`src/design/scte_pkg.sv`:
```
// Shared types and constants for the smartcard T=0 procedure-byte engine.
// Used by scte_core and the top level smartcard_t0_procedure_engine.
package scte_pkg;

  localparam int unsigned RECV_CAPACITY = 4096;
  localparam int unsigned PosW = 13;

  localparam logic [7:0] ProcNull   = 8'h60;
  localparam logic [7:0] NibbleMask = 8'hF0;
  localparam logic [7:0] Sw1Hi6     = 8'h60;
  localparam logic [7:0] Sw1Hi9     = 8'h90;
  localparam logic [8:0] FullBlock  = 9'd256;

  localparam logic [15:0] ByteTimeoutReset = 16'd1000;
  localparam logic [15:0] DataTimeoutReset = 16'd5000;

  typedef enum logic [1:0] {
    OP_START = 2'd0,
    OP_BYTE  = 2'd1,
    OP_TICK  = 2'd2,
    OP_NONE  = 2'd3
  } op_t;

  typedef enum logic [1:0] {
    PH_IDLE = 2'd0,
    PH_PROC = 2'd1,
    PH_SW2  = 2'd2,
    PH_DATA = 2'd3
  } phase_t;

  typedef enum logic [1:0] {
    ST_OK      = 2'd0,
    ST_TIMEOUT = 2'd1,
    ST_IO      = 2'd2,
    ST_SMALL   = 2'd3
  } status_t;

  typedef enum logic [1:0] {
    REG_BYTE_TIMEOUT = 2'd0,
    REG_DATA_TIMEOUT = 2'd1
  } reg_idx_t;

  typedef struct packed {
    op_t        operation;
    logic [7:0] card_byte;
    logic [7:0] instr_code;
    logic [7:0] length_byte;
    logic [7:0] tx_count;
  } item_t;

  typedef struct packed {
    logic            store_valid;
    logic [7:0]      store_byte;
    logic [11:0]     store_index;
    logic            send_request;
    logic [7:0]      send_count;
    logic            done_res;
    status_t         status;
    logic [PosW-1:0] resp_length;
  } result_t;

endpackage

```
`src/design/smartcard_t0_procedure_engine.sv`:
```
// Smartcard T=0 procedure-byte engine, host side: input register, scte_core, result register.
// An accepted item goes through the input register and scte_core into the result register.
// Throughput: one item per cycle unless a result waits; the input register and the result register
// decouple the two sides, so one more item is taken while a result waits for m_axis_tready.
// Reset (rst, synchronous): exchange idle, both registers empty, timeouts 1000 and 5000.
// Depends on scte_pkg and scte_core.
module smartcard_t0_procedure_engine
  import scte_pkg::*;
(
  input  logic        clk,
  input  logic        rst,
  input  logic        s_axis_tvalid,
  output logic        s_axis_tready,
  input  logic [31:0] s_axis_tdata,  // card_byte, instr_code, length_byte, tx_count
  input  logic [1:0]  s_axis_tuser,  // operation
  output logic        m_axis_tvalid,
  input  logic        m_axis_tready,
  // store_valid, store_byte, store_index, send_request, send_count, done_res,
  // status, resp_length, two zero bits
  output logic [47:0] m_axis_tdata,
  input  logic        cfg_valid,
  output logic        cfg_ready,
  input  logic [1:0]  cfg_index,
  input  logic [15:0] cfg_data
);

  logic        in_vld;
  item_t       in_item;
  logic        out_vld;
  result_t     out_res;
  logic [15:0] byte_timeout;
  logic [15:0] data_timeout;
  logic        step;
  logic        res_valid;
  result_t     res;

  assign step          = in_vld && (!out_vld || m_axis_tready);
  assign s_axis_tready = !in_vld || step;
  assign cfg_ready     = 1'b1;

  always_ff @(posedge clk) begin
    if (rst) begin
      byte_timeout <= ByteTimeoutReset;
      data_timeout <= DataTimeoutReset;
    end else if (cfg_valid) begin
      case (cfg_index)
        REG_BYTE_TIMEOUT: byte_timeout <= cfg_data;
        REG_DATA_TIMEOUT: data_timeout <= cfg_data;
        default: begin
        end
      endcase
    end
  end

  always_ff @(posedge clk) begin
    if (rst) begin
      in_vld <= 1'b0;
    end else if (s_axis_tready) begin
      in_vld <= s_axis_tvalid;
    end
  end

  always_ff @(posedge clk) begin
    if (s_axis_tready && s_axis_tvalid) begin
      in_item.operation   <= op_t'(s_axis_tuser);
      in_item.card_byte   <= s_axis_tdata[7:0];
      in_item.instr_code  <= s_axis_tdata[15:8];
      in_item.length_byte <= s_axis_tdata[23:16];
      in_item.tx_count    <= s_axis_tdata[31:24];
    end
  end

  scte_core u_core (
    .clk          (clk),
    .rst          (rst),
    .step         (step),
    .item         (in_item),
    .byte_timeout (byte_timeout),
    .data_timeout (data_timeout),
    .res_valid    (res_valid),
    .res          (res)
  );

  always_ff @(posedge clk) begin
    if (rst) begin
      out_vld <= 1'b0;
    end else if (res_valid) begin
      out_vld <= 1'b1;
    end else if (m_axis_tready) begin
      out_vld <= 1'b0;
    end
  end

  always_ff @(posedge clk) begin
    if (res_valid) begin
      out_res <= res;
    end
  end

  assign m_axis_tvalid = out_vld;
  assign m_axis_tdata  = {2'b00, out_res.resp_length, out_res.status, out_res.done_res,
                          out_res.send_count, out_res.send_request, out_res.store_index,
                          out_res.store_byte, out_res.store_valid};

endmodule

```
`src/design/scte_core.sv`:
```
// Procedure-byte state and per-item next-state logic of the T=0 engine.
// Depends on scte_pkg for item, result, phase and status types.
module scte_core
  import scte_pkg::*;
(
  input  logic        clk,
  input  logic        rst,
  input  logic        step,
  input  item_t       item,
  input  logic [15:0] byte_timeout,
  input  logic [15:0] data_timeout,
  output logic        res_valid,
  output result_t     res
);

  phase_t          phase, phase_next;
  logic            data_sent, data_sent_next;
  logic [7:0]      saved_instr, saved_instr_next;
  logic [7:0]      saved_p3, saved_p3_next;
  logic [7:0]      saved_tx_count, saved_tx_count_next;
  logic [PosW-1:0] write_pos, write_pos_next;
  logic [PosW-1:0] phase_start_pos, phase_start_pos_next;
  logic [8:0]      bytes_remaining, bytes_remaining_next;
  logic [15:0]     elapsed_ticks, elapsed_ticks_next;

  logic [PosW:0]   pos_plus2;
  logic [PosW:0]   pos_plus_cnt;
  logic [8:0]      cnt;
  logic [16:0]     tick_next;
  logic [15:0]     limit;
  logic [PosW-1:0] pos_plus1;
  logic [8:0]      rem_dec;
  logic            is_sw1;

  assign pos_plus2    = {1'b0, write_pos} + (PosW+1)'(2);
  assign cnt          = (saved_p3 != 8'd0) ? {1'b0, saved_p3} : FullBlock;
  assign pos_plus_cnt = pos_plus2 + (PosW+1)'(cnt);
  assign pos_plus1    = write_pos + PosW'(1);
  assign tick_next    = {1'b0, elapsed_ticks} + 17'd1;
  assign limit        = (phase == PH_DATA) ? data_timeout : byte_timeout;
  assign rem_dec      = (bytes_remaining != 9'd0) ? bytes_remaining - 9'd1 : 9'd0;
  assign is_sw1       = ((item.card_byte & NibbleMask) == Sw1Hi6) ||
                        ((item.card_byte & NibbleMask) == Sw1Hi9);

  always_comb begin
    phase_next           = phase;
    data_sent_next       = data_sent;
    saved_instr_next     = saved_instr;
    saved_p3_next        = saved_p3;
    saved_tx_count_next  = saved_tx_count;
    write_pos_next       = write_pos;
    phase_start_pos_next = phase_start_pos;
    bytes_remaining_next = bytes_remaining;
    elapsed_ticks_next   = elapsed_ticks;
    res_valid            = 1'b0;
    res                  = '0;
    case (item.operation)
      OP_START: begin
        saved_instr_next     = item.instr_code;
        saved_p3_next        = item.length_byte;
        saved_tx_count_next  = item.tx_count;
        data_sent_next       = 1'b0;
        write_pos_next       = '0;
        phase_start_pos_next = '0;
        bytes_remaining_next = '0;
        elapsed_ticks_next   = '0;
        phase_next           = PH_PROC;
      end
      OP_BYTE: begin
        case (phase)
          PH_PROC: begin
            elapsed_ticks_next = '0;
            if (item.card_byte == ProcNull) begin
              // keep waiting
            end else if (is_sw1) begin
              res_valid = 1'b1;
              if (pos_plus2 > (PosW+1)'(RECV_CAPACITY)) begin
                phase_next      = PH_IDLE;
                res.done_res    = 1'b1;
                res.status      = ST_SMALL;
                res.resp_length = write_pos;
              end else begin
                phase_next      = PH_SW2;
                res.store_valid = 1'b1;
                res.store_byte  = item.card_byte;
                res.store_index = write_pos[11:0];
              end
            end else if (item.card_byte == saved_instr) begin
              if (data_sent) begin
                res_valid       = 1'b1;
                phase_next      = PH_IDLE;
                res.done_res    = 1'b1;
                res.status      = ST_IO;
                res.resp_length = write_pos;
              end else begin
                data_sent_next = 1'b1;
                if (saved_tx_count != 8'd0) begin
                  res_valid        = 1'b1;
                  res.send_request = 1'b1;
                  res.send_count   = saved_tx_count;
                end else if (pos_plus_cnt > (PosW+1)'(RECV_CAPACITY)) begin
                  res_valid       = 1'b1;
                  phase_next      = PH_IDLE;
                  res.done_res    = 1'b1;
                  res.status      = ST_SMALL;
                  res.resp_length = write_pos;
                end else begin
                  bytes_remaining_next = cnt;
                  phase_start_pos_next = write_pos;
                  phase_next           = PH_DATA;
                end
              end
            end else begin
              res_valid       = 1'b1;
              phase_next      = PH_IDLE;
              res.done_res    = 1'b1;
              res.status      = ST_IO;
              res.resp_length = write_pos;
            end
          end
          PH_SW2: begin
            res_valid       = 1'b1;
            write_pos_next  = pos_plus2[PosW-1:0];
            phase_next      = PH_IDLE;
            res.store_valid = 1'b1;
            res.store_byte  = item.card_byte;
            res.store_index = pos_plus1[11:0];
            res.done_res    = 1'b1;
            res.status      = ST_OK;
            res.resp_length = pos_plus2[PosW-1:0];
          end
          PH_DATA: begin
            res_valid            = 1'b1;
            write_pos_next       = pos_plus1;
            bytes_remaining_next = rem_dec;
            if (rem_dec == 9'd0) begin
              phase_next         = PH_PROC;
              elapsed_ticks_next = '0;
            end
            res.store_valid = 1'b1;
            res.store_byte  = item.card_byte;
            res.store_index = write_pos[11:0];
          end
          default: begin
          end
        endcase
      end
      OP_TICK: begin
        if (phase != PH_IDLE) begin
          if (tick_next >= {1'b0, limit}) begin
            res_valid       = 1'b1;
            phase_next      = PH_IDLE;
            res.done_res    = 1'b1;
            res.status      = ST_TIMEOUT;
            // a timed-out data phase drops its partial data
            res.resp_length = (phase == PH_DATA) ? phase_start_pos : write_pos;
          end else begin
            elapsed_ticks_next = tick_next[15:0];
          end
        end
      end
      default: begin
      end
    endcase
    if (!step) begin
      res_valid = 1'b0;
    end
  end

  always_ff @(posedge clk) begin
    if (rst) begin
      phase           <= PH_IDLE;
      data_sent       <= 1'b0;
      saved_instr     <= '0;
      saved_p3        <= '0;
      saved_tx_count  <= '0;
      write_pos       <= '0;
      phase_start_pos <= '0;
      bytes_remaining <= '0;
      elapsed_ticks   <= '0;
    end else if (step) begin
      phase           <= phase_next;
      data_sent       <= data_sent_next;
      saved_instr     <= saved_instr_next;
      saved_p3        <= saved_p3_next;
      saved_tx_count  <= saved_tx_count_next;
      write_pos       <= write_pos_next;
      phase_start_pos <= phase_start_pos_next;
      bytes_remaining <= bytes_remaining_next;
      elapsed_ticks   <= elapsed_ticks_next;
    end
  end

endmodule

```
`config.mk`:
```
export PLATFORM = sky130hd
export DESIGN_NAME = smartcard_t0_procedure_engine
export DESIGN_NICKNAME = d
export VERILOG_FILES = /design/src/design/scte_pkg.sv /design/src/design/smartcard_t0_procedure_engine.sv /design/src/design/scte_core.sv
export SDC_FILE = /design/constraint.sdc
export NUM_CORES = 1
export LEC_CHECK = 0
export BUFFER_PORTS_ARGS = -buffer_cell sky130_fd_sc_hd__buf_4
export CORE_MARGIN = 2
export CORE_UTILIZATION = 55
export CTS_BUF_LIST = sky130_fd_sc_hd__clkbuf_8
export DETAILED_ROUTE_END_ITERATION = 16
export GPL_ROUTABILITY_DRIVEN = 0
export PLACE_DENSITY_LB_ADDON = 0.3
export SETUP_SLACK_MARGIN = 0.1
export SKIP_LAST_GASP = 1
export SLEW_MARGIN = 20
export SYNTH_ARGS = -nofsm -noshare
export SYNTH_HDL_FRONTEND = slang
export SYNTH_SLANG_ARGS = --single-unit
```
`constraint.sdc`:
```
create_clock -name clk -period 11.8 [get_ports clk]
set_input_delay 1.77 -clock clk [delete_from_list [all_inputs] [get_ports clk]]
set_output_delay 1.77 -clock clk [all_outputs]
set_load 0.005 [all_outputs]
```
==> metrics.md, run 1 <==
| Metric | Value |
|---|---|
| Status | `finished, final reports clean` |
| TritonCTS Buffers | `17` |
| DP Wirelength | `16500 microns` |
| Vias in the first global route | `7592` |
| Ys async rst share | `0` |
| DP Worst Slack | `6090 ps` |
| Commonest cells post-synth | `nand2_1, dfxtp_1, a21oi_1, edfxtp_1, nor2_1` |
| Max FO, Critical Path | `28` |
| RSZ-0062 raised after global routing | `no` |
| Part of the power in combinational logic | `0.064` |
| Nets | `1210` |
| Initial antenna violation count | `0` |
| Layout Skew | `16.2 ps` |
| Core Rows | `49` |
| Final Power | `1.24 mW` |
| Net Sw Power | `335 uW` |
| Crit path launch type | `register` |
| Clock tree sinks | `192` |
| Cell total after placement | `1322` |
| Worst Tran Pin Value | `1020 ps` |
| 1st-iter DRT viols | `831` |
| Mean Syn Cell Area | `9.47 sq um` |
| Total track usage | `0.245` |
| Placeable Area | `17800 sq um` |
| Yosys top cell area share | `0.241` |
| Min-delay src | `data_timeout[11]` |
| Area Overhead vs Synth | `12.4%` |
| Synth area leaders | `edfxtp_1, dfxtp_1, nand2_1` |
| Fillers | `1488` |
| Die Span Y | `139 microns` |
| First-pass GRT wire length | `38300 microns` |
| TritonCTS clock tree | `built` |
| Sw frac | `0.271` |
| Critical R2R Launch | `u_core.write_pos[1]` |
| ANT cells | `0` |
| CTS resizes | `0` |
| DRC violations left | `0` |
| Syn Inst Count | `1052` |
| Die W | `139 microns` |
| Setup ws final | `6390 ps` |
| Biggest area consumer among synthesized cells | `edfxtp_1` |
| EDFF count, synth | `80` |
| H-Tree Depth | `4` |
| Worst-Skew Late Latency | `500 ps` |
| F_max | `0.185 GHz` |
| Routed WL | `23600 microns` |
| Pint | `901 uW` |
| R2r worst-path depth | `14` |
| CTS hold repair buffers | `0` |
| Setup violators final | `0` |
| Drt pass-1 iters | `6` |
| Sequential area share after synthesis | `0.466` |
| Pin count of the biggest net entering global routing | `97` |
| Max_slew headroom | `0.319` |
| Top-count cell post-synth | `nand2_1` |
| Number of port buffers | `104` |
| Register bit total from synthesis | `192` |
| Main flop type after synthesis | `dfxtp_1` |
| Leak | `4.35 nW` |
| Reg clk slew, reported paths | `110 ps` |
| YS warnings | `0` |
| Clock share of power | `0.359` |
| Critical Path RT | `11960 ps` |
| Peak supply drop | `94.2 uV` |
| Crit path from | `u_core.write_pos[1]` |
| ANT nets after route | `0` |
| Die area | `19200 sq um` |
| Worst Setup End Kind | `register` |
| Sequential share of power | `0.578` |
| Via-per-instance ratio | `6.00` |
| Hold depth | `2` |
| Crit share post-route | `0.458` |
| Setup CP Type | `register to register` |
| Worst hold path class | `register to register` |
| CTS max path bufs | `2` |
| Setup TNS | `0 ps` |
| Ports | `108` |
| # Post-CTS Setup Buffers | `0` |
| Final min period | `5410 ps` |
| Clk root buf | `clkbuf_8` |
| Initial core utilization | `0.559` |
| Number of distinct library cells after synthesis | `89` |
| WL per Instance | `17.4 microns` |
| Overflow after GRT | `0` |
| DR vias | `8131` |
| Power Density | `110 nW/um^2` |
| WP data arrival | `5570 ps` |
| Final Hold Fails | `0` |
| Synthesized area | `9970 sq um` |
| Max Cap Violations | `0` |
| Layout Cells excl Fill | `1355` |
| Layout cells sized above 1 | `0.160` |
| Max Slew Vio Count | `0` |
==> per-stage QoR <==
step	hold slack, ps	area [sq um]	util
4_1_cts	462	11200	0.627
3_3_place_gp	442	10800	0.603
5_1_grt	477	11200	0.628
3_5_place_dp	447	10800	0.603
6_report	461	11200	0.628
2_1_floorplan	433	9970	-
==> power by group through the flow <==
stage,sequential (mW),combinational [mW],clock [mW]
floorplan,0.727,0.0499,0
detailed placement,0.729,0.0778,0
finish,0.714,0.0786,0.443
global placement,0.729,0.0765,0
CTS,0.714,0.0782,0.449
global route,0.716,0.0874,0.473
==> critical path: stages, from the launching register on <==
cell,delay [ps]
dfxtp_1,600
ha_1,400
and3_1,390
nand3_1,180
xnor2_1,250
ha_1,290
or3_1,400
a2111oi_2,430
nor4_1,130
xnor2_1,190
a31oi_4,240
nand2b_4,200
o32ai_1,150
o41ai_4,760
buf_4,470
==> registers in the layout, indices dropped and copies added (netlist names), named ones only <==
signal and cells:
m_axis_tdata 46, in_item 34, byte_timeout 16, data_timeout 16, u_core.elapsed_ticks 16, u_core.phase_start_pos 13, u_core.write_pos 13, u_core.bytes_remaining 9
u_core.saved_instr 8, u_core.saved_p3 8, u_core.saved_tx_count 8, in_vld 1, m_axis_tvalid 1, u_core.data_sent 1, u_core.phase 1
==> worst paths after layout <==
check        slack (ps)                to
min reg2reg         460  data_timeout[11]
max                6390  m_axis_tdata[16]
min                 460  data_timeout[11]
max reg2reg        6390  m_axis_tdata[16]
==> cell usage in the layout (no fill, tap or decap), types with 5 or more instances in the layout <==
master       n
nand2_1    155
dfxtp_1    112
buf_4      110
a21oi_1     95
edfxtp_1    80
nor2_1      67
ha_1        38
o21ai_0     30
inv_1       28
a22oi_1     27
xnor2_1     22
a22o_1      21
nand3_1     20
xor2_1      20
and3_1      19
mux2i_1     17
clkbuf_8    17
nand3b_1    15
and2_1      14
nand2b_1    13
o21ai_1     13
nor3_1      13
a311oi_1    10
nand4_1      9
a21o_1       9
nor4_1       8
nor2b_1      8
or3_1        7
o21a_1       6
clkinv_8     6
and4_1       5
nor3b_1      5
o2bb2ai_1    5
==> cells by family after synthesis <==
logic type	count (synthesis)	synth area share
mux	18	0.0182
xor+xnor	42	0.0369
flops	192	0.466
fa+ha+maj	40	0.0510
buf+inv	98	0.0446
other cells	2	0.000753
compound gates	271	0.187
simple gates	389	0.196
==> per-layer routing <==
layer | up-vias | GRT usage | share of wire
met5 | - | 0 | 0
li1 | 3929 | - | -
met1 | 3836 | 0.327 | 0.44
met3 | 60 | 0.0432 | 0.064
met2 | 306 | 0.400 | 0.47
met4 | 0 | 0.0952 | 0.026
==> layout make-up <==
cell class                 instances  area [sq um]  area share
multi-input combinational        763          4900       0.438
sequential                       192          4640       0.415
timing repair buffer             111           837      0.0747
tap                              229           287      0.0256
clock buffer                      17           234      0.0209
clock inverter                    15           190      0.0170
inverter                          28           105     0.00939
(Power assumes the default switching activity.)
==> inputs of run 2 (changes only) <==
==> constraint.sdc (replaced) <==
create_clock -name clk -period 5.63 [get_ports clk]
set_input_delay 0.8445 -clock clk [delete_from_list [all_inputs] [get_ports clk]]
set_output_delay 0.8445 -clock clk [all_outputs]
set_load 0.005 [all_outputs]
==> metrics.md, run 2 (synthesis results as in run 1) <==
| Metric | Value |
|---|---|
| Status | `finished, final reports clean` |
| Most common cell after layout, fill and taps aside | `nand2_1` |
| Vias in the first global route | `7513 (-1.0%)` |
| Setup TNS | `0 ps (unchanged)` |
| Area occupied by multi-input gates | `4900 sq um (-0.10%)` |
| Initial core utilization | `0.559 (unchanged)` |
| Setup violators final | `0 (unchanged)` |
| Crit path from | `u_core.write_pos[1]` |
| Critical Path RT | `5740 ps (-6220 ps)` |
| WP data arrival | `5130 ps (-440 ps)` |
| Clock tree sinks | `192 (unchanged)` |
| H-Tree Depth | `4 (unchanged)` |
| Stages on worst setup path | `14 (unchanged)` |
| Clock share of power | `0.348 (-0.011)` |
| Die area | `19200 sq um (unchanged)` |
| Pint | `1.91 mW (+110%)` |
| Peak supply drop | `290 uV (+210%)` |
| Max_slew headroom | `0.264 (-0.0546)` |
| CTS max path bufs | `2 (unchanged)` |
| Final Hold Fails | `0 (unchanged)` |
| Worst-Skew Late Latency | `470 ps (-30 ps)` |
| Final Power | `2.55 mW (+110%)` |
| TritonCTS Buffers | `17 (unchanged)` |
| ANT cells | `0 (unchanged)` |
| R2r worst-path depth | `14 (unchanged)` |
| Via-per-instance ratio | `5.97 (-0.57%)` |
| Layout cells sized above 1 | `0.157 (-0.00266)` |
| Setup CP Type | `register to register` |
| Crit path capture | `m_axis_tdata[19]` |
| Worst Tran Pin Value | `1100 ps (+73.5 ps)` |
| Die Span Y | `139 microns (unchanged)` |
| Core Rows | `49 (unchanged)` |
| Sw frac | `0.252 (-0.0194)` |
| DR vias | `8085 (-0.57%)` |
| ANT nets after route | `0 (unchanged)` |
| Drt pass-1 iters | `5 (-1)` |
| Pin count of the biggest net entering global routing | `53 (-45%)` |
| Worst Setup End Kind | `register` |
| Leak | `4.34 nW (-0.30%)` |
| # Post-CTS Setup Buffers | `0 (unchanged)` |
| Area Overhead vs Synth | `11.9%` |
| Crit share post-route | `0.892 (+0.433)` |
| Placeable Area | `17800 sq um (unchanged)` |
| Sequential share of power | `0.587 (+0.009)` |
| Power Density | `229 nW/um^2 (+110%)` |
| Worst Path Buf+Inv | `1 (unchanged)` |
| Number of port buffers | `104 (unchanged)` |
| Critical path cell sequence | `ha_1, and3_1, nand3_1, xnor2_1, ha_1, or3_1, a2111oi_2, nor4_1, xnor2_1, a31oi_4, nand2b_4, o32ai_1, o41ai_4, buf_4` |
| Clk root buf | `clkbuf_8` |
| Overflow after GRT | `0 (unchanged)` |
| Crit path launch type | `register` |
| Die W | `139 microns (unchanged)` |
| Slowest-stage cell, CP | `dfxtp_1` |
| CTS resizes | `0 (unchanged)` |
| Part of the power in combinational logic | `0.065 (about the same)` |
| Reg clk slew, reported paths | `100 ps (about the same)` |
| Final min period | `5020 ps (-388 ps)` |
| CP delay by family, top | `simple AND/OR/NAND/NOR gates` |
| Max FO, Critical Path | `46 (+64%)` |
| Nets | `1210 (unchanged)` |
| Max Slew Vio Count | `0 (unchanged)` |
| CTS hold repair buffers | `0 (unchanged)` |
| 1st-iter DRT viols | `784 (-5.7%)` |
| Max Cap Violations | `0 (unchanged)` |
| DRC violations left | `0 (unchanged)` |
| Initial antenna violation count | `0 (unchanged)` |
| CP max stage delay | `590 ps (-170 ps)` |
| Worst hold path class | `register to register` |
| F_max | `0.199 GHz (+7.7%)` |
| Max reg flops | `46 (unchanged)` |
| R2r endpoint | `m_axis_tdata[19]` |
| Most frequent cells in the layout | `nand2_1, dfxtp_1, buf_4` |
| WL per Instance | `17.2 microns (-1.2%)` |
| Ports | `108 (unchanged)` |
| Layout Skew | `13.6 ps (-2.56 ps)` |
| TritonCTS clock tree | `built` |
| Routed WL | `23300 microns (-1.2%)` |
| Fillers | `1522 (+2.3%)` |
| First-pass GRT wire length | `37700 microns (-1.4%)` |
| Net Sw Power | `642 uW (+92%)` |
| Worst reg-to-reg setup slack | `610 ps (-5780 ps)` |
| DP Wirelength | `16600 microns (+0.98%)` |
| Register area | `4640 sq um (unchanged)` |
| Total track usage | `0.242 (-0.00273)` |
| RSZ-0062 raised after global routing | `no` |
| Critical R2R Launch | `u_core.write_pos[1]` |
==> run 2: how the worst min path moves through the flow <==
stage,slack (ps),endpoint,start,cells after the start
finish,460,data_timeout[4],data_timeout[4],2
global route,480,data_timeout[5],data_timeout[5],2
CTS,460,data_timeout[1],data_timeout[1],2
detailed placement,450,data_timeout[1],data_timeout[1],2
global placement,440,data_timeout[0],data_timeout[0],2
floorplan,430,data_timeout[0],data_timeout[0],2
==> run 2: power groups by stage <==
stage | Clock (mW) | Sequential, mW | Combinational [mW]
floorplan | 0 | 1.52 | 0.105
global placement | 0 | 1.53 | 0.161
detailed placement | 0 | 1.53 | 0.164
CTS | 0.905 | 1.50 | 0.165
global route | 0.958 | 1.50 | 0.184
finish | 0.888 | 1.50 | 0.166
==> run 2: layout make-up <==
type | count | area share
tap | 229 | 0.0257
clock buffer | 17 | 0.0210
clock inverter | 15 | 0.0141
sequential | 192 | 0.416
timing repair buffer | 111 | 0.0747
inverter | 28 | 0.00942
multi-input combinational | 763 | 0.439
==> run 2: worst register-to-register path: stages, from the launching register on <==
cell and delay (ps):
dfxtp_1 590, ha_1 390, and3_1 380, nand3_1 160
xnor2_1 260, ha_1 290, or3_1 400, a2111oi_2 390
nor4_1 130, xnor2_1 190, a31oi_4 240, nand2b_4 200
o32ai_1 150, o41ai_4 330, buf_4 560
==> run 2: per-layer routing <==
metal	global-route usage	wire length (microns)	up-vias
met5	0	0	-
met4	0.0999	694	0
met3	0.0477	1560	53
met2	0.394	11200	311
met1	0.318	9900	3794
li1	-	-	3927
==> run 2: through the flow <==
stage,setup slack (ps),std cells,area (sq um),utilization,hold slack [ps]
2_1_floorplan,512,1053,9980,-,433
3_3_place_gp,855,1323,10800,0.603,440
3_5_place_dp,702,1323,10800,0.603,447
4_1_cts,675,1355,11200,0.625,459
5_1_grt,301,1355,11200,0.625,481
6_report,609,1355,11200,0.625,459
==> inputs of run 3 (changes only) <==
==> constraint.sdc (replaced) <==
create_clock -name clk -period 4.5 [get_ports clk]
set_input_delay 0.675 -clock clk [delete_from_list [all_inputs] [get_ports clk]]
set_output_delay 0.675 -clock clk [all_outputs]
set_load 0.005 [all_outputs]
==> metrics.md, run 3 (synthesis results as in run 1) <==
| Metric | Value |
|---|---|
| Setup ws final | `237 ps (-372 ps)` |
| WL per Instance | `17.9 microns (+4.2%)` |
| Drt pass-1 iters | `7 (+2)` |
| Layout Cells excl Fill | `1368 (+0.96%)` |
| Initial core utilization | `0.559 (unchanged)` |
| Clock tree sinks | `192 (unchanged)` |
| Min Hold Slack | `368 ps (-90.4 ps)` |
| R2r worst-path depth | `14 (unchanged)` |
| Worst reg-to-reg setup slack | `240 ps (-370 ps)` |
| Die area | `19200 sq um (unchanged)` |
| 1st-iter DRT viols | `810 (+3.3%)` |
| F_max | `0.235 GHz (+18%)` |
| Final Hold Fails | `0 (unchanged)` |
| Critical Path RT | `4670 ps (-1070 ps)` |
| Final Power | `3.17 mW (+24%)` |
| Initial antenna violation count | `0 (unchanged)` |
| Pin count of the biggest net entering global routing | `88 (+66%)` |
| WP data arrival | `4430 ps (-700 ps)` |
| ANT nets after route | `0 (unchanged)` |
| Worst Tran Pin Value | `978 ps (-117 ps)` |
| Hold Path Sink | `in_item[1]` |
| R2r endpoint | `m_axis_tdata[28]` |
| Crit path from | `u_core.write_pos[2]` |
| Max Cap Violations | `0 (unchanged)` |
| Worst hold path class | `primary input to register` |
| Power Density | `280 nW/um^2 (+22%)` |
| Crit share post-route | `0.947 (+0.0555)` |
| Status | `finished, final reports clean` |
| Reg clk slew, reported paths | `110 ps (about the same)` |
| Leak | `4.41 nW (+1.8%)` |
| Max FO, Critical Path | `29 (-37%)` |
| DP Worst Slack | `313 ps (-389 ps)` |
| Fillers | `1486 (-2.4%)` |
| Crit path launch type | `register` |
| Die Span Y | `139 microns (unchanged)` |
| Max reg flops | `46 (unchanged)` |
| Metal3 WL | `1780 microns (+14%)` |
| Number of port buffers | `104 (unchanged)` |
| Most common cell after layout, fill and taps aside | `nand2_1` |
| ANT cells | `0 (unchanged)` |
| TritonCTS Buffers | `17 (unchanged)` |
| Metal2 WL | `11300 microns (+1.2%)` |
| Via-per-instance ratio | `6.00 (+0.63%)` |
| Core Rows | `49 (unchanged)` |
| DP Wirelength | `17300 microns (+3.9%)` |
| Total track usage | `0.253 (+0.0110)` |
| Min-delay src | `s_axis_tdata[25]` |
| CTS hold repair buffers | `0 (unchanged)` |
| Setup CP Type | `register to register` |
| Cell total after placement | `1334 (+0.83%)` |
| Peak supply drop | `366 uV (+26%)` |
| Layout Skew | `17.0 ps (+3.39 ps)` |
| DRC violations left | `0 (unchanged)` |
| Final min period | `4260 ps (-758 ps)` |
| DR vias | `8214 (+1.6%)` |
| RSZ-0062 raised after global routing | `no` |
| Area after DPL | `10900 sq um (+1.6%)` |
| Area Overhead vs Synth | `13.8%` |
| Critical R2R Launch | `u_core.write_pos[2]` |
| Hold depth | `1 (-1)` |
| Worst-Skew Late Latency | `470 ps (about the same)` |
| Max Slew Vio Count | `0 (unchanged)` |
| Overflow after GRT | `0 (unchanged)` |
| H-Tree Depth | `4 (unchanged)` |
| Setup violators final | `0 (unchanged)` |
| Final Cell Area | `11300 sq um (+1.7%)` |
| TritonCTS clock tree | `built` |
| Vias in the first global route | `7709 (+2.6%)` |
| CTS max path bufs | `2 (unchanged)` |
| Ports | `108 (unchanged)` |
| Nets | `1223 (+1.1%)` |
| Met1 wire length | `10700 microns (+7.7%)` |
| Worst Setup End Kind | `register` |
| Routed WL | `24500 microns (+5.2%)` |
| Max_slew headroom | `0.348 (+0.0838)` |
| Most frequent cells in the layout | `nand2_1, buf_4, dfxtp_1` |
| Setup TNS | `0 ps (unchanged)` |
| First-pass GRT wire length | `39300 microns (+4.2%)` |
| Max layer used | `met4` |
| Clk root buf | `clkbuf_8` |
| Placeable Area | `17800 sq um (unchanged)` |
| Layout cells sized above 1 | `0.179 (+0.0219)` |
| Die W | `139 microns (unchanged)` |
| Final core utilization | `0.636 (+0.0105)` |
-- run 3: cell type report --
class	instances	area, sq um	area share
multi-input combinational	763	4980	0.439
sequential	192	4650	0.410
timing repair buffer	124	947	0.0835
tap	229	287	0.0253
clock buffer	18	248	0.0218
clock inverter	14	130	0.0115
inverter	28	105	0.00926
-- run 3: repair_timing --
action | 4_1_cts | 5_1_grt
setup buffers | 0 | 2
resized for setup | 0 | 5
endpoints found under the setup margin | 0 | 52
-- run 3: worst max-delay path: stages, from the launching register on --
cell	delay, ps
dfxtp_2	470
ha_4	220
and3_1	380
nand3_4	130
xnor2_2	190
ha_2	240
or3_4	390
a2111oi_2	380
nor4_2	120
xnor2_1	190
a31oi_4	260
nand2b_4	220
o32ai_4	110
o41ai_4	370
buf_12	270
-- run 3: how the worst max path moves through the flow --
stage	end	slack, ps	depth (start not counted)
6_report	m_axis_tdata[28]	240	14
5_1_grt	m_axis_tdata[21]	140	16
4_1_cts	m_axis_tdata[9]	260	14
3_5_place_dp	m_axis_tdata[12]	310	14
3_3_place_gp	m_axis_tdata[19]	400	14
2_1_floorplan	m_axis_tdata[0]	-340	14
-- run 3: where the power goes --
part	internal, mW	leakage, nW	switching (mW)	total [mW]
Combinational	0.0857	2.45	0.128	0.214
Sequential	1.85	1.76	0.0247	1.87
Clock	0.420	0.201	0.666	1.09
Total	2.35	4.41	0.819	3.17
-- run 3: per-layer routing --
metal | vias up | global-route usage
met5 | - | 0
met2 | 382 | 0.397
met3 | 68 | 0.0549
li1 | 3957 | -
met4 | 0 | 0.0888
met1 | 3807 | 0.349
